**src/hw/rtl/pap_pkg.sv**
```systemverilog
// shared types, constants and the angle wrap helper for the pairwise angle panner
`timescale 1ns / 1ps
`default_nettype none

package pap_pkg;

    localparam int ANG_W = 13;
    localparam int CH_W  = 3;
    localparam int DIST_W = 14;
    localparam int WGT_W = 17;

    localparam logic [ANG_W-1:0]  FULL_CIRCLE = 13'd5760;
    localparam logic [DIST_W-1:0] FULL_DIST   = 14'd5760;
    localparam logic [WGT_W-1:0]  ONE_Q16     = 17'h10000;

    localparam logic [1:0] ACT_CLEAR = 2'd0;
    localparam logic [1:0] ACT_ADD   = 2'd1;
    localparam logic [1:0] ACT_PAN   = 2'd2;

    typedef struct packed {
        logic [ANG_W-1:0] angle;
        logic [CH_W-1:0]  chan;
    } t_entry;

    typedef struct packed {
        logic             ins;
        logic [ANG_W-1:0] angle;
        logic [CH_W-1:0]  chan;
    } t_cell_ctl;

    // signed 16-bit angle reduced into 0..5759 by four conditional subtracts
    function automatic logic [ANG_W-1:0] wrap_angle(input logic [15:0] a);
        logic [17:0] t;
        t = {{2{a[15]}}, a} + 18'd34560;
        if (t >= 18'd46080) t = t - 18'd46080;
        if (t >= 18'd23040) t = t - 18'd23040;
        if (t >= 18'd11520) t = t - 18'd11520;
        if (t >= 18'd5760)  t = t - 18'd5760;
        return t[ANG_W-1:0];
    endfunction

endpackage

`default_nettype wire

```
**src/hw/rtl/pap_cell.sv**
```systemverilog
// one speaker slot of the sorted table, shifts right on an insert
`timescale 1ns / 1ps
`default_nettype none

module pap_cell
    import pap_pkg::*;
(
    input  wire logic      i_clk,
    input  wire t_cell_ctl i_ctl,
    input  wire logic      i_occupied,
    input  wire logic      i_tail,
    input  wire t_entry    i_left,
    input  wire logic      i_left_gt,
    output t_entry         o_entry,
    output logic           o_gt,
    output logic           o_ge
);

    t_entry r_entry;
    t_entry n_entry;

    assign o_entry = r_entry;
    assign o_gt    = i_occupied && (r_entry.angle > i_ctl.angle);
    assign o_ge    = i_occupied && (r_entry.angle >= i_ctl.angle);

    always_comb begin
        n_entry = r_entry;
        if (i_ctl.ins) begin
            if (i_left_gt) begin
                n_entry = i_left;
            end else if (o_gt || i_tail) begin
                n_entry.angle = i_ctl.angle;
                n_entry.chan  = i_ctl.chan;
            end
        end
    end

    always_ff @(posedge i_clk) begin
        r_entry <= n_entry;
    end

endmodule

`default_nettype wire

```
**src/hw/rtl/pap_div.sv**
```systemverilog
// serial restoring divider, rounded Q16 quotient, one bit per cycle
`timescale 1ns / 1ps
`default_nettype none

module pap_div
    import pap_pkg::*;
(
    input  wire logic              i_clk,
    input  wire logic              i_rst_n,
    input  wire logic              i_start,
    input  wire logic [DIST_W-1:0] i_num,
    input  wire logic [DIST_W-1:0] i_den,
    output logic [WGT_W-1:0]       o_quot,
    output logic                   o_done
);

    localparam int STEPS = WGT_W;

    logic [31:0]       w_dividend;
    logic [DIST_W:0]   r_rem;
    logic [WGT_W-1:0]  r_bits;
    logic [WGT_W-1:0]  r_q;
    logic [DIST_W-1:0] r_den;
    logic [4:0]        r_cnt;
    logic              r_busy;
    logic              r_done;
    logic [DIST_W+1:0] w_trial;
    logic              w_fit;

    // num * 65536 + den / 2, the rounding term folded in up front
    assign w_dividend = {2'b00, i_num, 16'h0000} + {19'd0, i_den[DIST_W-1:1]};
    assign w_trial    = {r_rem, r_bits[WGT_W-1]};
    assign w_fit      = w_trial >= {2'b00, r_den};
    assign o_quot     = r_q;
    assign o_done     = r_done;

    always_ff @(posedge i_clk) begin
        if (!i_rst_n) begin
            r_busy <= 1'b0;
            r_done <= 1'b0;
            r_cnt  <= '0;
        end else begin
            r_done <= 1'b0;
            if (i_start) begin
                r_busy <= 1'b1;
                r_cnt  <= 5'(STEPS);
            end else if (r_busy) begin
                r_cnt <= r_cnt - 5'd1;
                if (r_cnt == 5'd1) begin
                    r_busy <= 1'b0;
                    r_done <= 1'b1;
                end
            end
        end
    end

    always_ff @(posedge i_clk) begin
        if (i_start) begin
            r_rem  <= w_dividend[31:WGT_W];
            r_bits <= w_dividend[WGT_W-1:0];
            r_den  <= i_den;
            r_q    <= '0;
        end else if (r_busy) begin
            r_rem  <= w_fit ? (DIST_W+1)'(w_trial - {2'b00, r_den}) : w_trial[DIST_W:0];
            r_bits <= {r_bits[WGT_W-2:0], 1'b0};
            r_q    <= {r_q[WGT_W-2:0], w_fit};
        end
    end

endmodule

`default_nettype wire

```
**src/hw/rtl/pairwise_angle_panner_core.sv**
```systemverilog
// pairwise angle panner: sorted speaker table, weight dividers and channel output
// Usage of the block:
// Input channel (i_valid / o_ready) carries one item: an action with its angle,
// speaker output, sample and block marker. Clear empties the table, add inserts
// a speaker in angle order (dropped when the table is full), pan splits the
// sample between the two speakers that bracket the source angle.
// A pan gives output_count result items (clamped to 1..MAX_OUTPUTS) on the
// output channel (o_valid / i_ready), channel 0 upward, last set on the final
// one. Clear and add give none. The config channel (i_cfg_valid / o_cfg_ready)
// writes output_count and is always ready; the user must write it only while the
// block is idle, which the block does not enforce. Clear and add return to
// idle from the execute state. A pan with two or more speakers steps through
// distance, divider start, divider wait, multiply and output; the serial weight
// divide, one quotient bit per cycle, is skipped when the distances sum to zero
// and with fewer speakers. Results follow one per cycle while the receiver takes
// them. The next item is accepted as soon as the last result sits in the output
// register, so a stalled receiver holds only that register.
// Reset clears the table count and sets output_count to 2; the speaker slots
// themselves are not cleared and are only read below the count.
`timescale 1ns / 1ps
`default_nettype none

module pairwise_angle_panner_core
    import pap_pkg::*;
#(
    parameter int MAX_SPEAKERS = 8,
    parameter int MAX_OUTPUTS  = 8,
    parameter int SAMPLE_WIDTH = 24
) (
    input  wire logic                           i_clk,
    input  wire logic                           i_rst_n,
    input  wire logic                           i_valid,
    output logic                                o_ready,
    input  wire logic [1:0]                     i_action,
    input  wire logic signed [15:0]             i_angle,
    input  wire logic [2:0]                     i_speaker_output,
    input  wire logic signed [SAMPLE_WIDTH-1:0] i_sample,
    input  wire logic                           i_block_last,
    output logic                                o_valid,
    input  wire logic                           i_ready,
    output logic [2:0]                          o_out_channel,
    output logic signed [SAMPLE_WIDTH-1:0]      o_out_value,
    output logic                                o_last,
    output logic                                o_block_end,
    input  wire logic                           i_cfg_valid,
    output logic                                o_cfg_ready,
    input  wire logic [3:0]                     i_cfg_data
);

    localparam int CNT_W = $clog2(MAX_SPEAKERS + 1);
    localparam int OIW   = (MAX_OUTPUTS > 1) ? $clog2(MAX_OUTPUTS) : 1;
    localparam int SW    = SAMPLE_WIDTH;
    localparam int PW    = SAMPLE_WIDTH + WGT_W + 1;

    localparam logic [2:0] S_IDLE   = 3'd0;
    localparam logic [2:0] S_EXEC   = 3'd1;
    localparam logic [2:0] S_DIST   = 3'd2;
    localparam logic [2:0] S_DSTART = 3'd3;
    localparam logic [2:0] S_DWAIT  = 3'd4;
    localparam logic [2:0] S_MUL    = 3'd5;
    localparam logic [2:0] S_OUT    = 3'd6;

    logic [2:0]             r_state;
    logic [CNT_W-1:0]       r_count;
    logic [3:0]             r_ocount;
    logic [1:0]             r_action;
    logic [ANG_W-1:0]       r_ang;
    logic [CH_W-1:0]        r_spk;
    logic signed [SW-1:0]   r_sample;
    logic                   r_blk;
    logic [OIW-1:0]         r_nout_m1;
    logic [OIW-1:0]         r_idx;
    t_entry                 r_left;
    t_entry                 r_right;
    logic                   r_wrap;
    logic                   r_use1;
    logic                   r_use2;
    logic [DIST_W-1:0]      r_a1;
    logic [DIST_W-1:0]      r_a2;
    logic [DIST_W-1:0]      r_sum;
    logic [WGT_W-1:0]       r_w1;
    logic [WGT_W-1:0]       r_w2;
    logic signed [SW-1:0]   r_v1;
    logic signed [SW-1:0]   r_v2;
    logic                   r_ov;
    logic [2:0]             r_out_ch;
    logic signed [SW-1:0]   r_out_val;
    logic                   r_out_last;
    logic                   r_out_blk;

    t_cell_ctl              w_ctl;
    t_entry                 w_entry [MAX_SPEAKERS];
    logic [MAX_SPEAKERS-1:0] w_gt;
    logic [MAX_SPEAKERS-1:0] w_ge;
    logic [MAX_SPEAKERS-1:0] w_occ;
    logic [MAX_SPEAKERS-1:0] w_tail;
    logic [MAX_SPEAKERS-1:0] w_first;
    logic [MAX_SPEAKERS-1:0] w_is_end;
    logic [MAX_SPEAKERS-1:0] w_sel_l;
    logic [MAX_SPEAKERS-1:0] w_sel_r;
    logic                   w_wrap;
    t_entry                 w_left;
    t_entry                 w_right;
    logic                   w_full;
    logic [5:0]             w_oc;
    logic [OIW-1:0]         w_nout_m1;
    logic [DIST_W-1:0]      w_a1;
    logic [DIST_W-1:0]      w_a2;
    logic [DIST_W-1:0]      w_ang;
    logic [DIST_W-1:0]      w_al;
    logic [DIST_W-1:0]      w_ar;
    logic                   w_div_start;
    logic [WGT_W-1:0]       w_q1;
    logic [WGT_W-1:0]       w_q2;
    logic                   w_done1;
    logic                   w_done2;
    logic signed [PW-1:0]   w_p1;
    logic signed [PW-1:0]   w_p2;
    logic                   w_out_free;
    logic signed [SW-1:0]   w_val;

    assign o_ready     = (r_state == S_IDLE);
    assign o_cfg_ready = 1'b1;
    assign o_valid       = r_ov;
    assign o_out_channel = r_out_ch;
    assign o_out_value   = r_out_val;
    assign o_last        = r_out_last;
    assign o_block_end   = r_out_blk;

    assign w_full = (r_count == CNT_W'(MAX_SPEAKERS));

    assign w_ctl.ins   = (r_state == S_EXEC) && (r_action == ACT_ADD) && !w_full;
    assign w_ctl.angle = r_ang;
    assign w_ctl.chan  = r_spk;

    // speaker table as a row of cells, each but the first fed by its left neighbor
    for (genvar g = 0; g < MAX_SPEAKERS; g++) begin : g_cell
        assign w_occ[g]    = CNT_W'(g) < r_count;
        assign w_tail[g]   = CNT_W'(g) == r_count;
        assign w_is_end[g] = CNT_W'(g + 1) == r_count;
        if (g == 0) begin : g_head
            pap_cell u_cell (
                .i_clk      (i_clk),
                .i_ctl      (w_ctl),
                .i_occupied (w_occ[g]),
                .i_tail     (w_tail[g]),
                .i_left     (w_entry[g]),
                .i_left_gt  (1'b0),
                .o_entry    (w_entry[g]),
                .o_gt       (w_gt[g]),
                .o_ge       (w_ge[g])
            );
            assign w_first[g] = w_ge[g];
        end else begin : g_body
            pap_cell u_cell (
                .i_clk      (i_clk),
                .i_ctl      (w_ctl),
                .i_occupied (w_occ[g]),
                .i_tail     (w_tail[g]),
                .i_left     (w_entry[g-1]),
                .i_left_gt  (w_gt[g-1]),
                .o_entry    (w_entry[g]),
                .o_gt       (w_gt[g]),
                .o_ge       (w_ge[g])
            );
            assign w_first[g] = w_ge[g] && !w_ge[g-1];
        end
    end

    // bracketing pair: right is the first slot at or above the angle, else slot 0
    assign w_wrap = (w_ge == '0) || w_first[0];

    always_comb begin
        w_sel_l = '0;
        w_sel_r = '0;
        if (w_wrap) begin
            w_sel_r[0] = 1'b1;
            w_sel_l    = w_is_end;
        end else begin
            w_sel_r = w_first;
            for (int k = 0; k < MAX_SPEAKERS - 1; k++) begin
                w_sel_l[k] = w_first[k+1];
            end
        end
        w_left  = '0;
        w_right = '0;
        for (int k = 0; k < MAX_SPEAKERS; k++) begin
            if (w_sel_l[k]) w_left  = w_left  | w_entry[k];
            if (w_sel_r[k]) w_right = w_right | w_entry[k];
        end
    end

    // angular distances to the left and right speakers
    assign w_ang = {1'b0, r_ang};
    assign w_al  = {1'b0, r_left.angle};
    assign w_ar  = {1'b0, r_right.angle};

    always_comb begin
        if (r_wrap) begin
            if (w_ang >= w_al) begin
                w_a1 = w_ang - w_al;
                w_a2 = FULL_DIST - w_ang + w_ar;
            end else begin
                w_a1 = FULL_DIST - w_al + w_ang;
                w_a2 = (w_ar >= w_ang) ? (w_ar - w_ang) : (w_ang - w_ar);
            end
        end else begin
            w_a1 = (w_al >= w_ang) ? (w_al - w_ang) : (w_ang - w_al);
            w_a2 = (w_ar >= w_ang) ? (w_ar - w_ang) : (w_ang - w_ar);
        end
    end

    assign w_div_start = (r_state == S_DSTART) && (r_sum != '0);

    pap_div u_div1 (
        .i_clk   (i_clk),
        .i_rst_n (i_rst_n),
        .i_start (w_div_start),
        .i_num   (r_a2),
        .i_den   (r_sum),
        .o_quot  (w_q1),
        .o_done  (w_done1)
    );

    pap_div u_div2 (
        .i_clk   (i_clk),
        .i_rst_n (i_rst_n),
        .i_start (w_div_start),
        .i_num   (r_a1),
        .i_den   (r_sum),
        .o_quot  (w_q2),
        .o_done  (w_done2)
    );

    // round half up: floor((s * w + 0x8000) / 0x10000)
    assign w_p1 = r_sample * $signed({1'b0, r_w1}) + PW'(32768);
    assign w_p2 = r_sample * $signed({1'b0, r_w2}) + PW'(32768);

    // channel count clamped to 1..MAX_OUTPUTS
    assign w_oc = {2'b00, r_ocount};
    always_comb begin
        if (w_oc == 6'd0) begin
            w_nout_m1 = '0;
        end else if (w_oc > 6'(MAX_OUTPUTS)) begin
            w_nout_m1 = OIW'(MAX_OUTPUTS - 1);
        end else begin
            w_nout_m1 = OIW'(w_oc - 6'd1);
        end
    end

    always_comb begin
        if (r_use1 && (32'(r_idx) == 32'(r_left.chan))) begin
            w_val = r_v1;
        end else if (r_use2 && (32'(r_idx) == 32'(r_right.chan))) begin
            w_val = r_v2;
        end else begin
            w_val = '0;
        end
    end

    assign w_out_free = !r_ov || i_ready;

    always_ff @(posedge i_clk) begin
        if (!i_rst_n) begin
            r_state  <= S_IDLE;
            r_count  <= '0;
            r_ocount <= 4'd2;
            r_ov     <= 1'b0;
        end else begin
            if (i_cfg_valid) begin
                r_ocount <= i_cfg_data;
            end
            // a new result loads over a taken one in the same cycle
            if ((r_state == S_OUT) && w_out_free) begin
                r_ov <= 1'b1;
            end else if (i_ready) begin
                r_ov <= 1'b0;
            end
            case (r_state)
                S_IDLE: begin
                    if (i_valid) r_state <= S_EXEC;
                end
                S_EXEC: begin
                    if (r_action == ACT_CLEAR) begin
                        r_count <= '0;
                        r_state <= S_IDLE;
                    end else if (r_action == ACT_ADD) begin
                        if (!w_full) r_count <= r_count + CNT_W'(1);
                        r_state <= S_IDLE;
                    end else if (r_action == ACT_PAN) begin
                        r_state <= S_DIST;
                    end else begin
                        r_state <= S_IDLE;
                    end
                end
                S_DIST: begin
                    r_state <= r_use2 ? S_DSTART : S_MUL;
                end
                S_DSTART: begin
                    r_state <= (r_sum == '0) ? S_MUL : S_DWAIT;
                end
                S_DWAIT: begin
                    if (w_done1) r_state <= S_MUL;
                end
                S_MUL: begin
                    r_state <= S_OUT;
                end
                S_OUT: begin
                    if (w_out_free && (r_idx == r_nout_m1)) r_state <= S_IDLE;
                end
                default: begin
                    r_state <= S_IDLE;
                end
            endcase
        end
    end

    always_ff @(posedge i_clk) begin
        if ((r_state == S_IDLE) && i_valid) begin
            r_action <= i_action;
            r_ang    <= wrap_angle(i_angle);
            r_spk    <= i_speaker_output;
            r_sample <= i_sample;
            r_blk    <= i_block_last;
        end
        if (r_state == S_EXEC) begin
            r_left    <= w_left;
            r_right   <= w_right;
            r_wrap    <= w_wrap;
            r_use1    <= r_count != '0;
            r_use2    <= r_count > CNT_W'(1);
            r_nout_m1 <= w_nout_m1;
            r_w1      <= ONE_Q16;
            r_w2      <= '0;
        end
        if (r_state == S_DIST) begin
            r_a1  <= w_a1;
            r_a2  <= w_a2;
            r_sum <= w_a1 + w_a2;
        end
        if ((r_state == S_DSTART) && (r_sum == '0)) begin
            r_w1 <= '0;
            r_w2 <= ONE_Q16;
        end
        if ((r_state == S_DWAIT) && w_done1) begin
            r_w1 <= w_q1;
            r_w2 <= w_q2;
        end
        if (r_state == S_MUL) begin
            r_v1  <= w_p1[SW+15:16];
            r_v2  <= w_p2[SW+15:16];
            r_idx <= '0;
        end
        if ((r_state == S_OUT) && w_out_free) begin
            r_out_ch   <= 3'(r_idx);
            r_out_val  <= w_val;
            r_out_last <= (r_idx == r_nout_m1);
            r_out_blk  <= r_blk;
            r_idx      <= r_idx + OIW'(1);
        end
    end

    a_count_bound: assert property (@(posedge i_clk) disable iff (!i_rst_n)
        r_count <= CNT_W'(MAX_SPEAKERS))
        else $error("speaker count past table depth");

    a_idx_bound: assert property (@(posedge i_clk) disable iff (!i_rst_n)
        (r_state == S_OUT) |-> (r_idx <= r_nout_m1))
        else $error("result index past channel count");

    a_accept_exec: assert property (@(posedge i_clk) disable iff (!i_rst_n)
        (i_valid && o_ready) |=> (r_state == S_EXEC))
        else $error("accepted item not executed");

    a_angle_wrapped: assert property (@(posedge i_clk) disable iff (!i_rst_n)
        (r_state == S_EXEC) |-> (r_ang < FULL_CIRCLE))
        else $error("angle not reduced below full circle");

    a_div_pair: assert property (@(posedge i_clk) disable iff (!i_rst_n)
        w_done1 == w_done2)
        else $error("weight dividers out of step");

endmodule

`default_nettype wire

```
**config.mk**
```make
export PLATFORM = sky130hd
export DESIGN_NAME = pairwise_angle_panner_core
export DESIGN_NICKNAME = d
export VERILOG_FILES = /design/src/hw/rtl/pap_pkg.sv /design/src/hw/rtl/pap_cell.sv /design/src/hw/rtl/pap_div.sv /design/src/hw/rtl/pairwise_angle_panner_core.sv
export SDC_FILE = /design/constraint.sdc
export NUM_CORES = 2
export LEC_CHECK = 0
export BUFFER_PORTS_ARGS = -buffer_cell sky130_fd_sc_hd__buf_2
export CAP_MARGIN = 40
export CORE_MARGIN = 2
export CORE_UTILIZATION = 45
export CTS_CLUSTER_SIZE = 28
export DETAILED_ROUTE_END_ITERATION = 7
export PLACE_DENSITY = 0.59
export SLEW_MARGIN = 5
export SYNTH_ARGS = -nofsm -noshare
export SYNTH_HDL_FRONTEND = slang
export SYNTH_HIERARCHICAL = 1
export SYNTH_SLANG_ARGS = --single-unit
```
**constraint.sdc**
```tcl
create_clock -name i_clk -period 10.8 [get_ports i_clk]
set_clock_uncertainty 0.2 [all_clocks]
set_input_delay 1.08 -clock i_clk [delete_from_list [all_inputs] [get_ports i_clk]]
set_output_delay 1.08 -clock i_clk [all_outputs]
set_load 0.02 [all_outputs]
```
# Word level (Yosys, flattened, before mapping)
# Index checks and enable logic that the tools add are counted.
[word_totals]
output_inout_bits = 32
ff_bits = 502
input_bits = 55
[op_classes]
n_eq_ne = 26
n_mul = 2
addsub = 25
muxes = 93
order_cmp = 35
reduce_logical = 85
n_bitwise = 16
[op_table]
columns = ["operator", "n"]
rows = [
  ["16-bit two-way mux", 30],
  ["16-bit OR", 14],
  ["17-bit two-way mux", 10],
  ["13-bit >= comparator", 11],
  ["18-bit two-way mux", 6],
  ["13-bit > comparator", 8],
  ["15-bit two-way mux", 6],
  ["14-bit two-way mux", 6],
  ["40-bit by 17-bit adder with 40-bit output, second input constant", 2],
  ["24-bit by 18-bit multiplier with 40-bit output", 2],
  ["30-bit by 13-bit adder with 31-bit output", 2],
  ["13-bit by 13-bit subtractor with 14-bit output", 4],
  ["24-bit two-way mux", 2],
  ["1-bit logical AND", 33],
  ["16-bit by 14-bit >= comparator with 1-bit output", 2],
  ["15-bit by 14-bit subtractor with 15-bit output", 2],
  ["14-bit by 13-bit adder with 14-bit output", 2],
  ["13-bit by 13-bit subtractor with 14-bit output, first input constant", 2],
  ["2-bit nonzero test", 12],
  ["3-bit two-way mux", 7],
  ["3-bit one-hot mux with 7 select lines", 1],
  ["5-bit two-way mux", 4],
  ["16-bit by 17-bit adder with 18-bit output, second input constant", 1],
  ["18-bit by 13-bit >= comparator with 1-bit output, second input constant", 1],
  ["other kinds (52)", 112],
]

# Longest topological paths before layout
[depth]
ltp_word = 20
mapped_depth = 34

# Cells and area by module
# Netlist, hierarchy kept.
[by_module_without_submodules]
columns = ["module", "instances", "cells_per_inst", "area_each_um2"]
rows = [
  ["pairwise_angle_panner_core", 1, 4495, 43370.3],
  ["pap_cell", 8, 101, 1037.2],
  ["pap_div at u_div2", 1, 326, 3677.3],
  ["pap_div at u_div1", 1, 310, 3539.6],
]

# Worst setup path after synthesis
# OpenSTA, ideal clock, no wires.
[synth_timing]
path_type = "register -> register"
from = "register r_sample[13]"
to = "register r_v2[23] (data pin)"
t_arrival_ns = 6.671
required_time_ns = 10.340
slack_ns = 3.669
path_stages_with_launch = 28
path_cell_list = "edfxtp_1 > clkbuf_1 > nand2_1 > fa_1 > inv_1 > fa_1 > inv_1 > fa_1 > inv_1 > fa_1 > inv_1 > fa_1 > inv_1 > fa_1 > ha_1 > a21o_1 > a211oi_1 > nand2_1 > a2111oi_0 > o31ai_1 > a21oi_1 > a2111oi_0 > o31ai_1 > a21boi_0 > o21ai_0 > nand2b_1 > a21oi_1 > xnor2_1"
[synth_via]
elab_chain_cells = 2
[synth_lines]
columns = ["item", "line_no", "rtl"]
rows = [
  ["from (decl)", "pairwise_angle_panner_core.sv:69", "logic signed [SW-1:0] r_sample;"],
  ["from (signal assigned)", "pairwise_angle_panner_core.sv:323", "r_sample <= i_sample;"],
  ["24-bit by 18-bit multiplier with 40-bit output", "pairwise_angle_panner_core.sv:237", "assign w_p2 = r_sample * $signed({1'b0, r_w2}) + PW'(32768);"],
  ["40-bit by 17-bit adder with 40-bit output", "pairwise_angle_panner_core.sv:237", ""],
  ["named net w_p2[39]", "pairwise_angle_panner_core.sv:118", "logic signed [PW-1:0] w_p2;"],
  ["to (signal assigned)", "pairwise_angle_panner_core.sv:351", "r_v2 <= w_p2[SW+15:16];"],
  ["to (decl)", "pairwise_angle_panner_core.sv:84", "logic signed [SW-1:0] r_v2;"],
]
# The timed path passes the listed nets, and every way through them passes these cells.
# A chain may end at the register's enable or synchronous reset.

# Worst setup path in the final report
[layout_timing]
from = "register r_sample[11]"
to = "register r_v1[18] (data pin)"
[layout_via]
elab_chain_cells = 2
[layout_lines]
columns = ["item", "line_no", "rtl"]
rows = [
  ["24-bit by 18-bit multiplier with 40-bit output", "pairwise_angle_panner_core.sv:236", "assign w_p1 = r_sample * $signed({1'b0, r_w1}) + PW'(32768);"],
  ["40-bit by 17-bit adder with 40-bit output", "pairwise_angle_panner_core.sv:236", ""],
  ["named net w_p1[34]", "pairwise_angle_panner_core.sv:117", "logic signed [PW-1:0] w_p1;"],
  ["to (signal assigned)", "pairwise_angle_panner_core.sv:350", "r_v1 <= w_p1[SW+15:16];"],
  ["to (decl)", "pairwise_angle_panner_core.sv:83", "logic signed [SW-1:0] r_v1;"],
]
# The timed path passes the listed nets, and every way through them passes these cells.

==> results by group <==
Run status
  – Status: finished with violations
  – Violated checks: design-rule violations

Clocking
  – Sink Count: 516
  – Number of hold buffers added after CTS: 0
  – Max Root-Sink Buffers: 3
  – Clk slew on worst S/H paths: 0.07 ns
  – Number of setup buffers added after CTS: 0
  – CTS tree: built
  – H-Tree Depth: 3
  – Total CTS buffers: 69
  – Post_cts resized: 0
  – Clk_lat worst skew: 0.67 ns
  – Clk Tree Root Cell: clkbuf_16

Pwr
  – Int Pwr: 0.0118 W
  – Comb pwr share: 74.5%
  – Switching Power: 0.0109 W
  – Total power draw: 0.0227 W
  – Clock share of power: 10.5%
  – Max VDD drop: 0.000531 V
  – Leakage: 28.6 nW
  – Switching share of power: 48.0%
  – Reg power frac: 15.0%
  – Power per cell area: 354 nW/um2

Placement
  – Placer Congestion: 0.907
  – Port bufs: 85
  – Post-DP HPWL: 122 mm

Worst setup path
  – CP required: 11.01 ns
  – Crit. End Element: register
  – Crit path top cell by count: fa_1
  – Critical path launch point type: register
  – Reg2reg start: r_sample[11]
  – Max stage delay on crit path: 0.85 ns
  – Worst-path maximum fanout: 19
  – Crit path arrival time: 8.82 ns
  – R2R depth: 25
  – Crit-path slowest cell: edfxtp_1
  – Crit. Startpoint: r_sample[11]
  – Flop2flop setup slack: 2.19 ns
  – CP Class: register to register

Min path
  – Hold path depth: 0
  – Hold_sp: r_blk
  – Worst min path class: register to register

Finish
  – Commonest non-fill, non-tap cells in the layout: inv_1 (1108), fa_1 (801), nand2_1 (738), ha_1 (479), edfxtp_1 (457)
  – P&R area growth vs syn: 9.02%
  – Commonest non-fill, non-tap cell in the layout: inv_1
  – Final net count: 7294
  – Share of cells above drive strength 1: 8.00%

Routing
  – Vias post-DR: 41936
  – Drc violations: 16
  – DRT Pass-1 Iters: 8
  – Wirelength per Cell: 20.2 um
  – Final WL: 157 mm
  – Final antenna-violating net count: 0
  – Starting DRT DRC Count: 3573
  – Via-to-Cell Ratio: 5.41

Synthesis
  – Post-synthesis cell area: 58900 um2
  – Synth Warn #: 6
  – Mean Syn Cell Area: 9.91 um2
  – Mapped Cells: 5936

GRT
  – First-pass GRT wire length: 249 mm
  – Total gr overflow: 0
  – Global-route usage over all layers: 24.1%
  – Initial antenna violation count: 3
  – Number of global-route vias before repair: 43165
  – Largest net degree at the start of global routing: 70

Floorplan
  – Die Span Y: 366 um
  – Starting Density: 45.4%
  – Horiz. Die Dim: 366 um
  – Die footprint: 134000 um2
  – Rows: 132
  – Core ar.: 130000 um2
  – I/O pin count: 87

STA
  – RSZ-0062 raised after global routing: false
  – Slew headroom: 32.9%
  – Setup tns final: 0 ns
  – Fmax: 116 MHz
  – Fin. max-slew vios: 0
  – Worst-Margin Slew: 1.01 ns
  – Setup-failing EPs final: 0
  – Final Critical Period: 8.61 ns
  – Final Hold Fails: 0
  – Fin crit share: 79.7%

Flow run
  – MaxCap Viol Count: 0
==> registers in the layout, summed over array words and instances (netlist names), 24 cells and up <==
signal and cells:
g_cell.g_body.u_cell/o_entry 112, o_out_value 24, r_sample 24, r_v1 24
r_v2 24
==> power by group through the flow <==
stage               combinational [W]  clock (W)  sequential [W]
finish                         0.0169    0.00239         0.00340
global route                   0.0193    0.00251         0.00341
CTS                            0.0170    0.00244         0.00340
detailed placement             0.0169          0         0.00344
global placement               0.0165          0         0.00345
floorplan                      0.0126          0         0.00339
==> worst max-delay path: cells and delay by family, from the launching register on <==
family	cells	cell delay [ns]
flip-flops	1	0.85
AND/OR/NAND/NOR	4	0.46
AO/OA/AOI/OAI	7	2.70
buffers and inverters	6	0.69
XOR/XNOR	1	0.11
adder cells (fa/ha/maj)	7	3.30
==> path summary, 6_finish.rpt <==
check / to
worst max-delay path: r_v1[18]
worst min-delay path: o_block_end
worst max register to register: r_v1[18]
worst min register to register: o_block_end
==> stage by stage <==
stage                     worst slack [ns]  instance area (um2)  instances  utilization [%]  hold slack, ns
after CTS                             2.20                64200       7754             49.5           0.262
after global routing                  1.77                64200       7755             49.5           0.278
after detailed placement              2.23                61800       7629             47.7           0.248
after floorplan                       3.67                58900       5937                -           0.200
after global placement                1.77                61300       7600             47.3           0.201
final                                 2.19                64200       7757             49.5           0.252
==> routing by layer <==
metal,GRT usage (%),up-vias,wire length [um]
li1,-,19338,-
met4,7.13,2,4670
met1,32.8,21038,68400
met2,40.0,1295,74400
met5,0,-,13
met3,3.34,263,9470
==> cell type report <==
type                    instances  area, um2
diodes                          2       5.00
fillers                     11982      65500
multi-input cells            4058      38900
inverters                    1111       4170
well taps                    1742       2180
repair buffers                203       1650
clock inverters                41        487
flip-flops and latches        516      14900
clock buffers                  84       1850
No activity file was read; power rests on OpenSTA's default activity.
